`config.mk`:
```
export PLATFORM = sky130hd
export DESIGN_NAME = ratio_priority_queue
export DESIGN_NICKNAME = d
export VERILOG_FILES = /design/src/hdl/rpq_pkg.sv /design/src/hdl/rpq_ram.sv /design/src/hdl/rpq_ctrl.sv /design/src/hdl/rpq_datapath.sv /design/src/hdl/ratio_priority_queue.sv
export SDC_FILE = /design/constraint.sdc
export NUM_CORES = 1
export LEC_CHECK = 0
export CORE_AREA = 2 2 227 229
export CTS_BUF_LIST = sky130_fd_sc_hd__clkbuf_2
export DETAILED_ROUTE_END_ITERATION = 6
export DIE_AREA = 0 0 229 231
export DONT_BUFFER_PORTS = 1
export PLACE_DENSITY = 0.73
export SLEW_MARGIN = 15
export SYNTH_ARGS = -nofsm -noshare
export SYNTH_HDL_FRONTEND = slang
export SYNTH_HIERARCHICAL = 1
export SYNTH_SLANG_ARGS = --single-unit
```
`constraint.sdc`:
```
create_clock -name clk -period 5.25 [get_ports clk]
set_input_delay 0.2625 -clock clk [delete_from_list [all_inputs] [get_ports clk]]
set_output_delay 0.2625 -clock clk [all_outputs]
set_load 0.02 [all_outputs]
```
`src/hdl/rpq_pkg.sv`:
```
// rpq_pkg: shared types, codes and constants of the ratio priority queue.
// Used by every module of the block but rpq_ram; depends on nothing.
`default_nettype none

package rpq_pkg;

    // Fixed field widths of the item format
    localparam int ID_WIDTH     = 16;
    localparam int DIV_WIDTH    = 16;
    localparam int STATUS_WIDTH = 3;
    localparam int DIV_CNT_W    = $clog2(DIV_WIDTH);

    // Defaults of the top-level parameters
    localparam int DEFAULT_DEPTH       = 16;
    localparam int DEFAULT_VALUE_WIDTH = 16;

    // Request kinds on the input side
    localparam logic ACT_INSERT = 1'b0;
    localparam logic ACT_DRAIN  = 1'b1;

    typedef enum logic [STATUS_WIDTH-1:0] {
        ST_INSERTED = 3'd0,
        ST_FULL     = 3'd1,
        ST_DIVZERO  = 3'd2,
        ST_DRAINED  = 3'd3,
        ST_EMPTY    = 3'd4
    } status_t;

    typedef enum logic [3:0] {
        S_IDLE,
        S_DECODE,
        S_DIV,
        S_SEEK,
        S_SHIFT,
        S_PLACE,
        S_RESP,
        S_DRAIN_RD,
        S_DRAIN_EMIT
    } state_t;

    // Commands from the controller to the datapath
    typedef struct packed {
        logic    accept;
        logic    div_step;
        logic    seek;
        logic    shift;
        logic    place;
        logic    drain_read;
        logic    drain_next;
        logic    emit;
        status_t emit_status;
    } cmd_t;

    // Status from the datapath to the controller
    typedef struct packed {
        logic is_drain;
        logic divisor_zero;
        logic full;
        logic count_zero;
        logic div_last;
        logic shift_more;
        logic idx_one;
        logic drain_last;
        logic out_free;
    } stat_t;

endpackage : rpq_pkg

`default_nettype wire

```
`src/hdl/rpq_ram.sv`:
```
// rpq_ram: generic simple dual-port RAM, one write and one registered read port.
// Standalone; no package needed.
`default_nettype none

module rpq_ram #(
    parameter int WIDTH = 32,
    parameter int DEPTH = 16
) (
    input  wire logic                     clk,
    input  wire logic                     wr_en,
    input  wire logic [$clog2(DEPTH)-1:0] wr_addr,
    input  wire logic [WIDTH-1:0]         wr_data,
    input  wire logic                     rd_en,
    input  wire logic [$clog2(DEPTH)-1:0] rd_addr,
    output logic      [WIDTH-1:0]         rd_data
);

    logic [WIDTH-1:0] mem [DEPTH];

    always_ff @(posedge clk)
    begin
        if (wr_en)
        begin
            mem[wr_addr] <= wr_data;
        end
        if (rd_en)
        begin
            rd_data <= mem[rd_addr];
        end
    end

endmodule : rpq_ram

`default_nettype wire

```
`src/hdl/rpq_ctrl.sv`:
```
// rpq_ctrl: sequencing state machine of the ratio priority queue.
// Depends on rpq_pkg for the state, command and status types.
`default_nettype none

module rpq_ctrl (
    input  wire logic           clk,
    input  wire logic           rst_n,
    input  wire logic           s_tvalid,
    output logic                s_tready,
    input  wire rpq_pkg::stat_t stat,
    output rpq_pkg::cmd_t       cmd
);
    import rpq_pkg::*;

    state_t  state_reg, state_next;
    status_t resp_reg, resp_next;

    always_ff @(posedge clk or negedge rst_n)
    begin
        if (!rst_n)
        begin
            state_reg <= S_IDLE;
            resp_reg  <= ST_INSERTED;
        end
        else
        begin
            state_reg <= state_next;
            resp_reg  <= resp_next;
        end
    end

    // Next state
    always_comb
    begin
        state_next = state_reg;
        resp_next  = resp_reg;
        case (state_reg)
            S_IDLE:
            begin
                if (s_tvalid)
                begin
                    state_next = S_DECODE;
                end
            end
            S_DECODE:
            begin
                if (stat.is_drain)
                begin
                    if (stat.count_zero)
                    begin
                        resp_next  = ST_EMPTY;
                        state_next = S_RESP;
                    end
                    else
                    begin
                        state_next = S_DRAIN_RD;
                    end
                end
                else if (stat.divisor_zero)
                begin
                    resp_next  = ST_DIVZERO;
                    state_next = S_RESP;
                end
                else if (stat.full)
                begin
                    resp_next  = ST_FULL;
                    state_next = S_RESP;
                end
                else
                begin
                    state_next = S_DIV;
                end
            end
            S_DIV:
            begin
                if (stat.div_last)
                begin
                    state_next = S_SEEK;
                end
            end
            S_SEEK:
            begin
                state_next = stat.count_zero ? S_PLACE : S_SHIFT;
            end
            S_SHIFT:
            begin
                if (!stat.shift_more || stat.idx_one)
                begin
                    state_next = S_PLACE;
                end
            end
            S_PLACE:
            begin
                resp_next  = ST_INSERTED;
                state_next = S_RESP;
            end
            S_RESP:
            begin
                if (stat.out_free)
                begin
                    state_next = S_IDLE;
                end
            end
            S_DRAIN_RD:
            begin
                state_next = S_DRAIN_EMIT;
            end
            S_DRAIN_EMIT:
            begin
                if (stat.out_free)
                begin
                    state_next = stat.drain_last ? S_IDLE : S_DRAIN_RD;
                end
            end
            default:
            begin
                state_next = S_IDLE;
            end
        endcase
    end

    // Outputs
    always_comb
    begin
        s_tready        = 1'b0;
        cmd.accept      = 1'b0;
        cmd.div_step    = 1'b0;
        cmd.seek        = 1'b0;
        cmd.shift       = 1'b0;
        cmd.place       = 1'b0;
        cmd.drain_read  = 1'b0;
        cmd.drain_next  = 1'b0;
        cmd.emit        = 1'b0;
        cmd.emit_status = resp_reg;
        case (state_reg)
            S_IDLE:
            begin
                s_tready   = 1'b1;
                cmd.accept = s_tvalid;
            end
            S_DIV:
            begin
                cmd.div_step = 1'b1;
            end
            S_SEEK:
            begin
                cmd.seek = !stat.count_zero;
            end
            S_SHIFT:
            begin
                cmd.shift = stat.shift_more;
            end
            S_PLACE:
            begin
                cmd.place = 1'b1;
            end
            S_RESP:
            begin
                cmd.emit = stat.out_free;
            end
            S_DRAIN_RD:
            begin
                cmd.drain_read = 1'b1;
            end
            S_DRAIN_EMIT:
            begin
                cmd.emit        = stat.out_free;
                cmd.drain_next  = stat.out_free;
                cmd.emit_status = ST_DRAINED;
            end
            default:
            begin
                s_tready = 1'b0;
            end
        endcase
    end

endmodule : rpq_ctrl

`default_nettype wire

```
`src/hdl/rpq_datapath.sv`:
```
// rpq_datapath: input latch, bit-serial divider, sorted entry table and result register.
// Depends on rpq_pkg and rpq_ram.
`default_nettype none

module rpq_datapath #(
    parameter int DEPTH       = rpq_pkg::DEFAULT_DEPTH,
    parameter int VALUE_WIDTH = rpq_pkg::DEFAULT_VALUE_WIDTH
) (
    input  wire logic                             clk,
    input  wire logic                             rst_n,
    input  wire rpq_pkg::cmd_t                    cmd,
    output rpq_pkg::stat_t                        stat,
    input  wire logic                             in_action,
    input  wire logic [rpq_pkg::ID_WIDTH-1:0]     in_id,
    input  wire logic [rpq_pkg::DIV_WIDTH-1:0]    in_dividend,
    input  wire logic [rpq_pkg::DIV_WIDTH-1:0]    in_divisor,
    output logic                                  out_valid,
    input  wire logic                             out_ready,
    output rpq_pkg::status_t                      out_status,
    output logic      [rpq_pkg::ID_WIDTH-1:0]     out_id,
    output logic      [rpq_pkg::DIV_WIDTH-1:0]    out_priority,
    output logic                                  out_last
);
    import rpq_pkg::*;

    localparam int AW = $clog2(DEPTH);
    localparam int CW = $clog2(DEPTH + 1);
    localparam int EW = VALUE_WIDTH + ID_WIDTH;

    // Latched request
    logic                 action_reg;
    logic [ID_WIDTH-1:0]  id_reg;
    logic [DIV_WIDTH-1:0] divisor_reg;

    // Divider
    logic [DIV_WIDTH-1:0] quo_reg, quo_next;
    logic [DIV_WIDTH-1:0] rem_reg, rem_next;
    logic [DIV_CNT_W-1:0] div_cnt_reg;
    logic [DIV_WIDTH:0]   rem_shift;
    logic [DIV_WIDTH:0]   rem_diff;
    logic                 rem_ge;

    // Table control
    logic [CW-1:0] count_reg;
    logic [CW-1:0] idx_reg;
    logic [CW-1:0] drain_reg;
    logic [CW-1:0] idx_m1;
    logic [CW-1:0] idx_m2;
    logic [CW-1:0] drain_p1;

    // Priority of the pending insert
    logic [31:0]            quo_ext;
    logic [31:0]            limit_ext;
    logic [31:0]            pri_ext;
    logic [VALUE_WIDTH-1:0] pri_new;

    // RAM
    logic          wr_en;
    logic [AW-1:0] wr_addr;
    logic [EW-1:0] wr_data;
    logic          rd_en;
    logic [AW-1:0] rd_addr;
    logic [EW-1:0] rd_data;
    logic [VALUE_WIDTH-1:0] rd_pri;
    logic [ID_WIDTH-1:0]    rd_id;
    logic [31:0]            rd_pri_ext;

    always_ff @(posedge clk)
    begin
        if (cmd.accept)
        begin
            action_reg  <= in_action;
            id_reg      <= in_id;
            divisor_reg <= in_divisor;
        end
    end

    // Restoring division, one quotient bit per step
    assign rem_shift = {rem_reg, quo_reg[DIV_WIDTH-1]};
    assign rem_ge    = rem_shift >= {1'b0, divisor_reg};
    assign rem_diff  = rem_shift - {1'b0, divisor_reg};

    always_comb
    begin
        quo_next = {quo_reg[DIV_WIDTH-2:0], rem_ge};
        rem_next = rem_ge ? rem_diff[DIV_WIDTH-1:0] : rem_shift[DIV_WIDTH-1:0];
    end

    always_ff @(posedge clk)
    begin
        if (cmd.accept)
        begin
            quo_reg     <= in_dividend;
            rem_reg     <= '0;
            div_cnt_reg <= '0;
        end
        else if (cmd.div_step)
        begin
            quo_reg     <= quo_next;
            rem_reg     <= rem_next;
            div_cnt_reg <= div_cnt_reg + DIV_CNT_W'(1);
        end
    end

    // Saturate the quotient to the stored priority width
    assign quo_ext   = 32'(quo_reg);
    assign limit_ext = 32'({VALUE_WIDTH{1'b1}});
    assign pri_ext   = (quo_ext > limit_ext) ? limit_ext : quo_ext;
    assign pri_new   = pri_ext[VALUE_WIDTH-1:0];

    assign idx_m1   = idx_reg - CW'(1);
    assign idx_m2   = idx_reg - CW'(2);
    assign drain_p1 = drain_reg + CW'(1);

    always_ff @(posedge clk or negedge rst_n)
    begin
        if (!rst_n)
        begin
            count_reg <= '0;
        end
        else if (cmd.place)
        begin
            count_reg <= count_reg + CW'(1);
        end
        else if (cmd.drain_next && (drain_p1 == count_reg))
        begin
            count_reg <= '0;
        end
    end

    always_ff @(posedge clk)
    begin
        if (cmd.accept)
        begin
            idx_reg   <= count_reg;
            drain_reg <= '0;
        end
        else
        begin
            if (cmd.shift)
            begin
                idx_reg <= idx_m1;
            end
            if (cmd.drain_next)
            begin
                drain_reg <= drain_p1;
            end
        end
    end

    // Move entries up one slot until the new priority fits, then write it
    always_comb
    begin
        wr_en   = cmd.shift || cmd.place;
        wr_addr = idx_reg[AW-1:0];
        wr_data = cmd.place ? {pri_new, id_reg} : rd_data;
        rd_en   = cmd.seek || cmd.shift || cmd.drain_read;
        if (cmd.seek)
        begin
            rd_addr = idx_m1[AW-1:0];
        end
        else if (cmd.shift)
        begin
            rd_addr = idx_m2[AW-1:0];
        end
        else
        begin
            rd_addr = drain_reg[AW-1:0];
        end
    end

    rpq_ram #(
        .WIDTH (EW),
        .DEPTH (DEPTH)
    ) u_ram (
        .clk     (clk),
        .wr_en   (wr_en),
        .wr_addr (wr_addr),
        .wr_data (wr_data),
        .rd_en   (rd_en),
        .rd_addr (rd_addr),
        .rd_data (rd_data)
    );

    assign rd_id      = rd_data[ID_WIDTH-1:0];
    assign rd_pri     = rd_data[EW-1:ID_WIDTH];
    assign rd_pri_ext = 32'(rd_pri);

    // Result register
    always_ff @(posedge clk or negedge rst_n)
    begin
        if (!rst_n)
        begin
            out_valid <= 1'b0;
        end
        else if (cmd.emit)
        begin
            out_valid <= 1'b1;
        end
        else if (out_ready)
        begin
            out_valid <= 1'b0;
        end
    end

    always_ff @(posedge clk)
    begin
        if (cmd.emit)
        begin
            out_status <= cmd.emit_status;
            if (cmd.emit_status == ST_DRAINED)
            begin
                out_id       <= rd_id;
                out_priority <= rd_pri_ext[DIV_WIDTH-1:0];
                out_last     <= (drain_p1 == count_reg);
            end
            else
            begin
                out_id       <= '0;
                out_priority <= '0;
                out_last     <= 1'b1;
            end
        end
    end

    always_comb
    begin
        stat.is_drain     = (action_reg == ACT_DRAIN);
        stat.divisor_zero = (divisor_reg == '0);
        stat.full         = (count_reg == CW'(DEPTH));
        stat.count_zero   = (count_reg == '0);
        stat.div_last     = (div_cnt_reg == DIV_CNT_W'(DIV_WIDTH - 1));
        stat.shift_more   = (rd_pri > pri_new);
        stat.idx_one      = (idx_reg == CW'(1));
        stat.drain_last   = (drain_p1 == count_reg);
        stat.out_free     = !out_valid || out_ready;
    end

endmodule : rpq_datapath

`default_nettype wire

```
`src/hdl/ratio_priority_queue.sv`:
```
// ratio_priority_queue: top level, a stable sorted priority queue keyed by a quotient.
// Depends on rpq_pkg, rpq_ctrl, rpq_datapath and rpq_ram.
//
// Usage:
//   Input items arrive on the s_ channel. s_tuser selects the request: insert or
//   drain. An insert carries an identifier, a dividend and a divisor; the block
//   divides, saturates the quotient to VALUE_WIDTH bits and files the entry in a
//   table of DEPTH entries kept in ascending priority, ties in arrival order.
//   Every insert answers with one item on the m_ channel: inserted, full or
//   divisor zero (the last two drop the request). A drain sends every stored
//   entry in order with status drained, tlast on the final one, and empties the
//   table; an empty table answers with a single empty status.
// Sequence:
//   One request at a time. An insert passes decode and a 16-step serial divider,
//   then shifts each stored entry of larger priority up one slot in the table
//   RAM, stopping at the first entry that is not larger, before it writes the
//   new entry and responds. A rejected insert or an empty drain goes from decode
//   straight to its response; a drain reads each entry from the RAM and then
//   emits it. A result sits in an output register, so a new request is taken
//   while the last result still waits.
// Reset and stall:
//   Reset empties the table and clears the output valid flag; table contents are
//   not cleared. When m_tready is low the block holds its result and waits.
`default_nettype none

module ratio_priority_queue #(
    parameter int DEPTH       = rpq_pkg::DEFAULT_DEPTH,
    parameter int VALUE_WIDTH = rpq_pkg::DEFAULT_VALUE_WIDTH
) (
    input  wire logic        clk,
    input  wire logic        rst_n,
    // Request side
    input  wire logic        s_tvalid,
    output logic             s_tready,
    input  wire logic [47:0] s_tdata,   // item_id[15:0], dividend[31:16], divisor[47:32]
    input  wire logic        s_tuser,   // action[0]: 0 insert, 1 drain
    // Result side
    output logic             m_tvalid,
    input  wire logic        m_tready,
    output logic      [31:0] m_tdata,   // out_id[15:0], out_priority[31:16]
    output logic      [2:0]  m_tuser,   // status[2:0]
    output logic             m_tlast
);
    import rpq_pkg::*;

    cmd_t                 cmd;
    stat_t                stat;
    status_t              out_status;
    logic [ID_WIDTH-1:0]  out_id;
    logic [DIV_WIDTH-1:0] out_priority;

    // Sequence the request through decode, divide, shift and respond, or through the drain
    rpq_ctrl u_ctrl (
        .clk      (clk),
        .rst_n    (rst_n),
        .s_tvalid (s_tvalid),
        .s_tready (s_tready),
        .stat     (stat),
        .cmd      (cmd)
    );

    // Hold the request, the divider, the sorted table and the result register
    rpq_datapath #(
        .DEPTH       (DEPTH),
        .VALUE_WIDTH (VALUE_WIDTH)
    ) u_datapath (
        .clk          (clk),
        .rst_n        (rst_n),
        .cmd          (cmd),
        .stat         (stat),
        .in_action    (s_tuser),
        .in_id        (s_tdata[15:0]),
        .in_dividend  (s_tdata[31:16]),
        .in_divisor   (s_tdata[47:32]),
        .out_valid    (m_tvalid),
        .out_ready    (m_tready),
        .out_status   (out_status),
        .out_id       (out_id),
        .out_priority (out_priority),
        .out_last     (m_tlast)
    );

    assign m_tdata = {out_priority, out_id};
    assign m_tuser = out_status;

endmodule : ratio_priority_queue

`default_nettype wire

```
==> flow_summary_export.csv <==
group,metric,value,unit
drt,count_of_nets_left_with_antenna_violations_after_detail_routing,0,
global_route,grt_antenna_before_repair,5,
synth,synth_area_leaders,"edfxtp_1 (70%), mux4_2 (11%), dfxtp_1 (1.8%), ha_1 (1.8%), a22oi_1 (1.8%)",
worst_setup_path,cp_startpoint_kind,"flop",
drt,totalWireLength,62400,um
final_layout,design.final.nets,1861,
floorplanning,fp.dieW,229,um
synth,sequential_area_share_after_synthesis,72.6,%
placement,post-dp-hpwl,32300,um
clock_tree,cts_tree,"done",
synth,synth-warning-count,6,
timing,finalCriticalPeriod,4420,ps
power,max-vdd-ir-drop,496,uV
synth,count_of_flip_flops_with_a_built_in_enable_after_synthesis,634,
placement,gp_routability_congestion,0.845,
drt,drtPass1Iterations,5,
timing,finalCritPeriodShare,84.3,%
worst_setup_path,worstSetupPathType,"reg -> reg",
final_layout,largest_reg_flops,512,
timing,clock_skew,91.1,ps
power,power-per-cell-area,571,nW/um2
timing,setup_viol,0,
worst_hold_path,timing.hold.worst.class,"in -> reg",
final_layout,largest_registers,"u_datapath/u_ram/mem: 512 flops, u_datapath/u_ram/rd_data: 32 flops",
timing,worst-slew-pin-transition,1080,ps
global_route,via_count_of_the_first_global_routing_pass,15900,
clock_tree,cts_num_sinks,672,
drt,post_drt_wl_per_cell,24.4,um
flow_run,drv.max_cap_violation_count,0,
drt,drc_errors,0,
clock_tree,cts.path.max_buffers,3,
synth,netlist_area_pre_place,27400,um2
run_status,status,"finished clean",
synth,postSynthNetCount,1592,
synth,yosysUniqueCellTypes,75,
final_layout,final_layout_size_suffix_gt1_share,26.5,%
global_route,final_global_route_overflow_total,0,
timing,fmax,226,MHz
synth,post-synth-top-area-cell,"edfxtp_1",
synth,ys_top_cells_by_count,"edfxtp_1 (634), mux4_2 (128), nand2_1 (76)",
clock_tree,htree_num_levels,4,
worst_setup_path,critical_path_required,6230,ps
worst_setup_path,category_of_the_worst_setup_path_capture_point,"flop",
timing,finalSetupTns,0,ps
timing,timing.final.max_slew_violations,0,
clock_tree,cts_inserted_buffers,162,
synth,async_flop_share,1.93,%
final_layout,area.growth.synth_to_final,14.6,%
clock_tree,clock_latency,1310,ps
placement,post-place-ws,795,ps
power,p_leak,10.5,nW
timing,rsz0062_at_grt,"no",
drt,via_count,15300,
floorplanning,initial_utilization,54.0,%
global_route,global_route.usage.total,24.3,%
floorplanning,placeableCoreArea,50700,um2
synth,syn-instance-count,1498,
worst_setup_path,arrival,5400,ps
floorplanning,io_pins,91,
floorplanning,die_area,52900,um2
drt,detail_route.vias_per_cell,5.96,
final_layout,largest-register,"u_datapath/u_ram/mem",
synth,avgSynthCellArea,18.3,um2
final_layout,postLayoutCoreUtil,61.9,%
synth,postSynthRegisterBits,672,
timing,relSlewSlack,27.9,%
floorplanning,die_height,231,um
drt,first_iter_violations,1527,
worst_setup_path,cp_max_fo,37,
synth,postSynth.topFlopCell,"edfxtp_1",
clock_tree,clock_pin_slew_worst_setup_and_hold_paths,100,ps
timing,layout_setup_ws,827,ps
synth,yosys.area.top_type_share,69.5,%
timing,final_hold_viol_count,0,
placement,portBuffers,0,
global_route,grt_pass1_wl,94400,um
floorplanning,fp-row-count,83,
synth,top_count_cell_post_synth,"edfxtp_1",
global_route,maximum_number_of_pins_on_one_net_before_global_route_repair,89,
clock_tree,cts_root_buf,"clkbuf_2",
[per-stage QoR]
step	power, mW	std cells	hold WS [ps]	cell area [um2]
after detailed placement	14.3	2139	-32.6	28400
after global placement	14.2	2139	-32.8	28400
after floorplan	12.6	1498	-33.1	27400
after CTS	18.0	2554	2.36	31400
final	17.9	2560	141	31400
after global routing	18.9	2559	33.1	31400
[final cells by class]
type / instances / area [um2]
Multi-Input combinational cell: 702 / 7130
Timing Repair Buffer: 183 / 1860
Tap cell: 680 / 851
Clock inverter: 43 / 342
Antenna cell: 6 / 15.0
Sequential cell: 672 / 19900
Clock buffer: 228 / 1140
Fill cell: 3594 / 19300
Inverter: 46 / 173
[final timing paths]
check / start / to / slack (ps) / cells after the start
worst min register to register: u_ctrl/resp_reg[2]$_DFFE_PN0P_ / u_ctrl/resp_reg[2]$_DFFE_PN0P_ / 510 / 1
worst max register to register: u_datapath/u_ram/rd_data[25]$_DFFE_PP_ / u_datapath/u_ram/rd_data[28]$_DFFE_PP_ / 830 / 15
worst min-delay path: s_tvalid / u_datapath/div_cnt_reg[3]$_SDFFE_PP0P_ / 140 / 3
min in group asynchronous: rst_n / u_datapath/count_reg[4]$_DFFE_PN0P_ / 560 / 3
max in group asynchronous: rst_n / u_ctrl/resp_reg[2]$_DFFE_PN0P_ / 4280 / 3
worst max-delay path: u_datapath/u_ram/rd_data[25]$_DFFE_PP_ / u_datapath/u_ram/rd_data[28]$_DFFE_PP_ / 830 / 15
[power breakdown]
group | leakage, nW | internal (mW) | switching [mW]
registers | 6.11 | 7.57 | 0.506
logic | 3.28 | 2.69 | 3.69
clock network | 1.11 | 1.42 | 2.03
[cell families after synthesis]
| kind of cell | Yosys count | share of synthesized area (%) |
|---|---|---|
| mux | 182 | 12.7 |
| buf+inv | 124 | 2.03 |
| flops | 672 | 72.6 |
| compound gates | 184 | 4.83 |
| xor+xnor | 28 | 0.896 |
| fa+ha+maj | 41 | 1.90 |
| simple gates | 267 | 5.10 |
[layout by cell type (no fill, tap or decap), drive strengths merged, types with 12 or more instances in the layout]
| cell | Yosys | layout |
|---|---|---|
| mux2i | 16 | 16 |
| nand3 | 12 | 12 |
| mux2 | 38 | 38 |
| nand2 | 76 | 76 |
| a22oi | 65 | 65 |
| xor2 | 13 | 13 |
| ha | 40 | 40 |
| a21o | 12 | 12 |
| dlygate4sd3 | 0 | 144 |
| mux4 | 128 | 128 |
| dfxtp | 25 | 25 |
| nor2 | 56 | 56 |
| a21oi | 23 | 23 |
| xnor2 | 15 | 15 |
| clkbuf | 41 | 228 |
| inv | 46 | 49 |
| buf | 37 | 39 |
| clkinv | 0 | 34 |
| nor3 | 14 | 14 |
| edfxtp | 634 | 634 |
| dfrtp | 13 | 13 |
| o21ai | 41 | 41 |
| and2 | 37 | 37 |
[routing by layer]
metal	track usage, %	share of wire (%)	vias up
met5	0	0	-
met4	10.9	2.7	0
met3	6.41	8.9	112
met2	38.6	50	767
met1	31.9	39	7757
li1	-	-	6632
[worst max-delay path: stages, from the launching register on]
cell	delay, ps
edfxtp_1	430
ha_1	320
a21o_1	120
a21o_1	120
a21oi_1	100
o21ai_0	250
a311oi_1	70
nor3_1	360
and4_4	370
nor2b_1	220
a22oi_1	170
o21ai_4	280
buf_12	360
mux4_2	550
a22oi_1	210
nand2_1	150
[repair_timing]
item | in CTS | in global routing
setup endpoints to repair | 0 | 0
hold endpoints to repair | 178 | 0
resized for setup | 0 | 0
hold buffers | 144 | 0
buffers inserted | 0 | 0
Note: power is estimated with default switching activity, not from simulation.
